$ cat config.mk
export PLATFORM = sky130hd
export DESIGN_NAME = uart_line_assembler_trim_core
export DESIGN_NICKNAME = d
export VERILOG_FILES = /design/src/design/ulat_pkg.sv /design/src/design/ulat_front.sv /design/src/design/ulat_queue.sv /design/src/design/ulat_back.sv /design/src/design/uart_line_assembler_trim_core.sv
export SDC_FILE = /design/constraint.sdc
export NUM_CORES = 1
export LEC_CHECK = 0
export CAP_MARGIN = 20
export CORE_MARGIN = 1.5
export CORE_UTILIZATION = 61
export DETAILED_ROUTE_END_ITERATION = 16
export DONT_BUFFER_PORTS = 1
export GPL_TIMING_DRIVEN = 0
export PLACE_DENSITY = 0.77
export RECOVER_POWER = 25
export SLEW_MARGIN = 30
export SYNTH_ARGS = -nofsm -noshare
export SYNTH_HDL_FRONTEND = slang
export SYNTH_SLANG_ARGS = --single-unit
$ cat constraint.sdc
create_clock -name clock -period 9.8 [get_ports clock]
set_input_delay 1.47 -clock clock [delete_from_list [all_inputs] [get_ports clock]]
set_output_delay 1.47 -clock clock [all_outputs]
set_load 0.03 [all_outputs]
$ cat src/design/ulat_pkg.sv
`default_nettype none
package ulat_pkg;

   localparam int ULAT_LINE_CAPACITY = 64;
   localparam int ULAT_QUEUE_DEPTH   = 4;

   localparam logic [7:0] CH_CR    = 8'd13;
   localparam logic [7:0] CH_LF    = 8'd10;
   localparam logic [7:0] CH_LOW   = 8'd32;
   localparam logic [7:0] CH_HIGH  = 8'd126;
   localparam logic [6:0] CH_SPACE = 7'd32;

   typedef enum logic {
      OP_WRITE,
      OP_FLUSH
   } op_type;

   typedef struct packed {
      op_type     op;
      logic [6:0] ch;
   } cmd_type;

   typedef struct packed {
      logic valid;
      logic full;
   } q_status_type;

   typedef enum logic {
      ST_IDLE,
      ST_DRAIN
   } back_state_type;

endpackage
`default_nettype wire

$ cat src/design/ulat_front.sv
`default_nettype none
module ulat_front (
   input  wire logic                  req_valid,
   output logic                       req_ready,
   input  wire logic [7:0]            req_rx_byte,
   input  wire ulat_pkg::q_status_type q_status,
   output logic                       push,
   output ulat_pkg::cmd_type          push_cmd
);
   import ulat_pkg::*;

   logic is_print;
   logic is_lf;

   always_comb begin
      is_print = (req_rx_byte >= CH_LOW) && (req_rx_byte <= CH_HIGH);
      is_lf    = (req_rx_byte == CH_LF);
      // carriage return, tab and other control bytes fall out here
      req_ready   = !q_status.full;
      push        = req_valid && req_ready && (is_print || is_lf);
      push_cmd.op = is_lf ? OP_FLUSH : OP_WRITE;
      push_cmd.ch = req_rx_byte[6:0];
   end

endmodule
`default_nettype wire

$ cat src/design/ulat_queue.sv
`default_nettype none
module ulat_queue (
   input  wire logic              clock,
   input  wire logic              reset,
   input  wire logic              push,
   input  wire ulat_pkg::cmd_type push_cmd,
   input  wire logic              pop,
   output ulat_pkg::cmd_type      pop_cmd,
   output ulat_pkg::q_status_type status
);
   import ulat_pkg::*;

   localparam int DEPTH = ULAT_QUEUE_DEPTH;
   localparam int PTR_W = $clog2(DEPTH);
   localparam int CNT_W = $clog2(DEPTH + 1);

   cmd_type            slot_ff [DEPTH];
   logic [PTR_W-1:0]   wr_ptr_ff, wr_ptr_in;
   logic [PTR_W-1:0]   rd_ptr_ff, rd_ptr_in;
   logic [CNT_W-1:0]   count_ff, count_in;
   logic               do_push;
   logic               do_pop;

   always_comb begin
      status.valid = (count_ff != '0);
      status.full  = (count_ff == CNT_W'(DEPTH));
      do_push      = push && !status.full;
      do_pop       = pop && status.valid;
      pop_cmd      = slot_ff[rd_ptr_ff];
      wr_ptr_in    = wr_ptr_ff;
      rd_ptr_in    = rd_ptr_ff;
      count_in     = count_ff;
      if (do_push) begin
         wr_ptr_in = (wr_ptr_ff == PTR_W'(DEPTH - 1)) ? '0 : wr_ptr_ff + 1'b1;
      end
      if (do_pop) begin
         rd_ptr_in = (rd_ptr_ff == PTR_W'(DEPTH - 1)) ? '0 : rd_ptr_ff + 1'b1;
      end
      if (do_push && !do_pop) begin
         count_in = count_ff + 1'b1;
      end else if (do_pop && !do_push) begin
         count_in = count_ff - 1'b1;
      end
   end

   always_ff @(posedge clock) begin
      if (do_push) begin
         slot_ff[wr_ptr_ff] <= push_cmd;
      end
   end

   always_ff @(posedge clock) begin
      if (reset) begin
         wr_ptr_ff <= '0;
         rd_ptr_ff <= '0;
         count_ff  <= '0;
      end else begin
         wr_ptr_ff <= wr_ptr_in;
         rd_ptr_ff <= rd_ptr_in;
         count_ff  <= count_in;
      end
   end

endmodule
`default_nettype wire

$ cat src/design/ulat_back.sv
`default_nettype none
module ulat_back #(
   parameter int LINE_CAPACITY = ulat_pkg::ULAT_LINE_CAPACITY
) (
   input  wire logic                   clock,
   input  wire logic                   reset,
   input  wire ulat_pkg::q_status_type q_status,
   input  wire ulat_pkg::cmd_type      q_cmd,
   output logic                        pop,
   output logic                        rsp_valid,
   input  wire logic                   rsp_ready,
   output logic [6:0]                  rsp_line_char,
   output logic                        rsp_line_last
);
   import ulat_pkg::*;

   localparam int IDX_W = (LINE_CAPACITY > 1) ? $clog2(LINE_CAPACITY) : 1;

   logic [6:0]       line_mem [LINE_CAPACITY];

   back_state_type   state_ff, state_in;
   logic [IDX_W-1:0] fill_ff, fill_in;
   logic [IDX_W-1:0] first_ff, first_in;
   logic [IDX_W-1:0] last_ff, last_in;
   logic             seen_ff, seen_in;
   logic [IDX_W-1:0] rd_idx_ff, rd_idx_in;
   logic             rsp_valid_ff, rsp_valid_in;
   logic [6:0]       char_ff;
   logic             last_flag_ff;

   logic             out_free;
   logic             rd_en;
   logic             rd_last;
   logic             wr_en;
   logic             line_full;
   logic             clear;

   // next state
   always_comb begin
      state_in = state_ff;
      unique case (state_ff)
         ST_IDLE: begin
            if (q_status.valid && q_cmd.op == OP_FLUSH && seen_ff) begin
               state_in = ST_DRAIN;
            end
         end
         ST_DRAIN: begin
            if (rd_en && rd_last) begin
               state_in = ST_IDLE;
            end
         end
         default: state_in = ST_IDLE;
      endcase
   end

   // outputs and datapath
   always_comb begin
      out_free  = !rsp_valid_ff || rsp_ready;
      rd_last   = (rd_idx_ff == last_ff);
      line_full = (fill_ff == IDX_W'(LINE_CAPACITY - 1));
      pop       = 1'b0;
      rd_en     = 1'b0;
      wr_en     = 1'b0;
      clear     = 1'b0;
      rd_idx_in = rd_idx_ff;
      unique case (state_ff)
         ST_IDLE: begin
            pop = q_status.valid;
            if (pop) begin
               unique case (q_cmd.op)
                  OP_WRITE: begin
                     wr_en = !line_full;
                     clear = line_full;
                  end
                  OP_FLUSH: begin
                     clear     = !seen_ff;
                     rd_idx_in = first_ff;
                  end
                  default: clear = 1'b0;
               endcase
            end
         end
         ST_DRAIN: begin
            rd_en = out_free;
            if (rd_en) begin
               rd_idx_in = rd_idx_ff + 1'b1;
               clear     = rd_last;
            end
         end
         default: clear = 1'b0;
      endcase

      fill_in  = fill_ff;
      first_in = first_ff;
      last_in  = last_ff;
      seen_in  = seen_ff;
      if (clear) begin
         fill_in  = '0;
         first_in = '0;
         last_in  = '0;
         seen_in  = 1'b0;
      end else if (wr_en) begin
         fill_in = fill_ff + 1'b1;
         if (q_cmd.ch != CH_SPACE) begin
            if (!seen_ff) begin
               first_in = fill_ff;
            end
            seen_in = 1'b1;
            last_in = fill_ff;
         end
      end

      if (rd_en) begin
         rsp_valid_in = 1'b1;
      end else if (rsp_ready) begin
         rsp_valid_in = 1'b0;
      end else begin
         rsp_valid_in = rsp_valid_ff;
      end
   end

   // store write, and read straight into the output word register
   always_ff @(posedge clock) begin
      if (wr_en) begin
         line_mem[fill_ff] <= q_cmd.ch;
      end
      if (rd_en) begin
         char_ff      <= line_mem[rd_idx_ff];
         last_flag_ff <= rd_last;
      end
   end

   always_ff @(posedge clock) begin
      if (reset) begin
         state_ff     <= ST_IDLE;
         fill_ff      <= '0;
         first_ff     <= '0;
         last_ff      <= '0;
         seen_ff      <= 1'b0;
         rd_idx_ff    <= '0;
         rsp_valid_ff <= 1'b0;
      end else begin
         state_ff     <= state_in;
         fill_ff      <= fill_in;
         first_ff     <= first_in;
         last_ff      <= last_in;
         seen_ff      <= seen_in;
         rd_idx_ff    <= rd_idx_in;
         rsp_valid_ff <= rsp_valid_in;
      end
   end

   assign rsp_valid     = rsp_valid_ff;
   assign rsp_line_char = char_ff;
   assign rsp_line_last = last_flag_ff;

`ifndef SYNTH
   a_text_bounds: assert property (@(posedge clock) disable iff (reset)
      seen_ff |-> (first_ff <= last_ff) && (last_ff < fill_ff))
      else $error("text indices out of order");

   a_drain_has_text: assert property (@(posedge clock) disable iff (reset)
      (state_ff == ST_DRAIN) |-> seen_ff)
      else $error("draining a line without text");

   a_drain_range: assert property (@(posedge clock) disable iff (reset)
      (state_ff == ST_DRAIN) |-> (rd_idx_ff >= first_ff) && (rd_idx_ff <= last_ff))
      else $error("read index outside trimmed text");

   a_drain_end: assert property (@(posedge clock) disable iff (reset)
      (rd_en && rd_last) |=> (state_ff == ST_IDLE) && (fill_ff == '0) && rsp_valid_ff
         && rsp_line_last)
      else $error("line end did not empty the store");

   a_no_write_in_drain: assert property (@(posedge clock) disable iff (reset)
      (state_ff == ST_DRAIN) |-> !pop && !wr_en)
      else $error("store changed during drain");
`endif

endmodule
`default_nettype wire

$ cat src/design/uart_line_assembler_trim_core.sv
`default_nettype none
// Serial line assembler with space trimming.
// req channel: one received byte per word (req_rx_byte), valid/ready.
//   Printable bytes 32..126 are stored; line feed closes the line; carriage
//   return, tab, other control bytes and bytes above 126 are dropped.
//   A printable byte arriving with LINE_CAPACITY-1 characters stored
//   discards the whole line and itself.
// rsp channel: the closed line without leading and trailing spaces, one
//   character per word (rsp_line_char), rsp_line_last on the final one.
//   Blank or space-only lines give no words.
// Timing: a byte is taken into a 4-word command queue; the line engine
//   retires one queued byte per cycle while it is not draining a line.
//   After a line feed the first character passes the queue, the drain
//   state and the output word register, then one character per cycle
//   follows from the store's single read port while rsp_ready stays high.
// Stall: while rsp_ready is low the engine holds the current character;
//   the queue keeps taking bytes until it fills, then req_ready drops.
// Reset: synchronous, clears the queue, the line and the output valid.
module uart_line_assembler_trim_core #(
   parameter int LINE_CAPACITY = ulat_pkg::ULAT_LINE_CAPACITY
) (
   input  wire logic       clock,
   input  wire logic       reset,
   input  wire logic       req_valid,
   output logic            req_ready,
   input  wire logic [7:0] req_rx_byte,
   output logic            rsp_valid,
   input  wire logic       rsp_ready,
   output logic [6:0]      rsp_line_char,
   output logic            rsp_line_last
);
   import ulat_pkg::*;

   q_status_type q_status;
   cmd_type      push_cmd;
   cmd_type      pop_cmd;
   logic         push;
   logic         pop;

   ulat_front u_front (
      .req_valid   (req_valid),
      .req_ready   (req_ready),
      .req_rx_byte (req_rx_byte),
      .q_status    (q_status),
      .push        (push),
      .push_cmd    (push_cmd)
   );

   ulat_queue u_queue (
      .clock    (clock),
      .reset    (reset),
      .push     (push),
      .push_cmd (push_cmd),
      .pop      (pop),
      .pop_cmd  (pop_cmd),
      .status   (q_status)
   );

   ulat_back #(
      .LINE_CAPACITY (LINE_CAPACITY)
   ) u_back (
      .clock         (clock),
      .reset         (reset),
      .q_status      (q_status),
      .q_cmd         (pop_cmd),
      .pop           (pop),
      .rsp_valid     (rsp_valid),
      .rsp_ready     (rsp_ready),
      .rsp_line_char (rsp_line_char),
      .rsp_line_last (rsp_line_last)
   );

endmodule
`default_nettype wire

==> reports/qor.yml <==
io_pins: 22
cts_resized: 0
placement.io_buffers: 0
fp.dieH_um: 187.1
layout_setup_ws_ps: 5866
cts_tree: "done"
drive_gt1_frac: 0.1614
start_util: 0.6184
synth_cell_type_count: 56
numClockSinks: 524
cts_root_buffer: "clkbuf_16"
antenna_found_initial: 0
h-tree-depth: 2
dp_slack_ps: 5312
cts_setup_buffers: 0
post-route-period-util: 0.4014
end_kind: "flop"
critPathMaxFanout: 10
first_pass_iters: 5
p_per_area_nw_per_um2: 266.0
finalSetupViolCount: 0
num_rows: 67
synthCells: 1141
synth-edff-count: 488
cts_hold_buf: 0
synth-main-ff-cell: "edfxtp_1"
pwr-share-comb: 0.228
leakagePower_nw: 6.980
postRouteWirelength_mm: 47.39
die_x_um: 187.1
ant_nets: 0
worstSetupPathType: "reg2reg"
synth_area_leaders: "edfxtp_1, mux4_2, mux2i_1"
grt_pass1_vias: 11103
timing.setup.tns_ps: 0
avgSynthCellArea_um2: 18.13
clockBufferDepth: 3
grt_pass1_wl_mm: 70.25
worst_skew_pair.late_latency_ps: 580
final_hold_viol_count: 0
nFillCells: 2112
synthesis.nets: 1162
cap_violations: 0
yosysTopAreaCellShare: 0.7084
layout.nets: 1215
clkTransAtPathRegs_ps: 60
hold_class: "reg2reg"
grt_max_degree: 66
maxSlewViolCount: 0
yosys.area.top_type: "edfxtp_1"
synth-seq-cells: 524
max_freq_mhz: 254.2
yosys.cell_count.top_type: "edfxtp_1"
grt_overflow: 0
synth_warnings: 0
dieArea_um2: 35020
syn_area_um2: 20680
synth_common_cells: "edfxtp_1, nor2_1, mux4_2, mux2i_1, clkbuf_1"
tightest_slew_ps: 1427
p_switching_mw: 1.816
wire_per_inst_um: 28.17
post_drt_via_cell_ratio: 6.529
whs_ps: 481.2
via_count: 10981
core_area_um2: 33450
vdd_drop_max_v: 0.0002324
numCtsBuffers: 51
crit_required_ps: 10160
seqPwrFrac: 0.465
globalRouteTotalUtil: 0.2770
rsz0062_at_grt: "no"
p_int_mw: 4.262
fin_crit_ps: 3934
worstPathArrival_ps: 4290
swShare: 0.2987
drt_iter0_drc: 1304
place_hpwl_mm: 29.42
gp_congestion: 1.011
power_frac_clock: 0.307
route.detailed.drc: 0
outcome: "complete, no violations"
skew_ps: 24.78
slew_headroom: 0.04881
synthArstFlopShare: 0
cp-start-kind: "flop"
synthToLayoutAreaGrowth_pct: 10.46
yosysSeqAreaShare: 0.7433
[worst max-delay path, cell delays in order (launching register included)]
cell	delay (ps)
dfxtp_1	330
clkbuf_1	470
buf_1	640
clkbuf_1	660
buf_1	660
nor2_1	100
nor2_1	400
o22ai_1	140
nor3_1	300
[cell type report]
class                      count  area (um2)  share of cell area
inverter                       9       33.78            0.001478
sequential                   524       15370              0.6729
buffer                        63       264.0             0.01155
multi-input combinational    545        5022              0.2198
antenna                        1       2.502           0.0001095
clock inverter                25       182.7            0.007995
tap                          448       560.5             0.02453
clock buffer                  67        1409             0.06166
[metrics by stage]
stage	cell area (um2)	utilization	power (mW)	std cells
6_report	22850	0.6831	6.077	1682
5_1_grt	22850	0.6831	6.243	1681
4_1_cts	22860	0.6834	6.057	1681
3_5_place_dp	21270	0.6358	4.222	1589
3_3_place_gp	21250	0.6352	4.188	1589
2_1_floorplan	20680	-	3.706	1141
[cells by family (layout without fill, tap and decap cells)]
group                    after synthesis  after routing  share of synthesized area
buffers and inverters                 72            164                    0.01403
flip-flops                           524            524                     0.7433
multiplexers                         180            180                     0.1441
AND/OR/NAND/NOR                      243            243                    0.05087
XOR/XNOR                              12             12                   0.005081
adder cells (fa/ha/maj)                9              9                   0.005807
AO/OA/AOI/OAI                        101            101                    0.03684
other                                  0              1                          0
[placed cells by master, fill, tap and decap left out, types with 14 or more instances in the layout]
master and count:
nand3_1 14, o22ai_1 20, nand2_1 36, nor2_1 144, mux4_2 93, edfxtp_1 488
dfxtp_1 36, clkbuf_1 49, clkbuf_16 53, mux2i_1 75
[flip-flops by register name, summed over array words and instances, names as in the netlist, named ones only]
name / cells
u_back.state_ff: 1
u_back.seen_ff: 1
u_back.last_ff: 6
u_back.rsp_line_last: 1
u_back.fill_ff: 6
u_queue.rd_ptr_ff: 2
u_back.rsp_line_char: 7
u_back.rsp_valid: 1
u_queue.count_ff: 3
u_queue.wr_ptr_ff: 2
u_back.first_ff: 6
u_back.rd_idx_ff: 6
u_back.line_mem: 448
u_queue.slot_ff: 32
[per-layer routing]
layer	vias to the layer above	track usage	share of wire
li1	4655	-	-
met2	580	0.4302	0.47
met1	5620	0.3913	0.40
met4	0	0.09398	0.035
met3	126	0.06811	0.095
met5	-	0	0
[worst paths after layout]
path	from	end	slack [ps]	cells after the start
worst max-delay path	u_back.rd_idx_ff[1]	u_back.rsp_line_char[3]	5870	8
worst min-delay path	u_back.first_ff[0]	u_back.rd_idx_ff[0]	480	2
worst max register to register	u_back.rd_idx_ff[1]	u_back.rsp_line_char[3]	5870	8
worst min register to register	u_back.first_ff[0]	u_back.rd_idx_ff[0]	480	2
[power groups by stage]
stage	Sequential [mW]	Combinational, mW	Clock (mW)
3_3_place_gp	2.87	1.32	0
6_report	2.83	1.39	1.86
2_1_floorplan	2.85	0.859	0
4_1_cts	2.82	1.37	1.87
3_5_place_dp	2.86	1.36	0
5_1_grt	2.83	1.46	1.95
No activity file was read; power rests on OpenSTA's default activity.
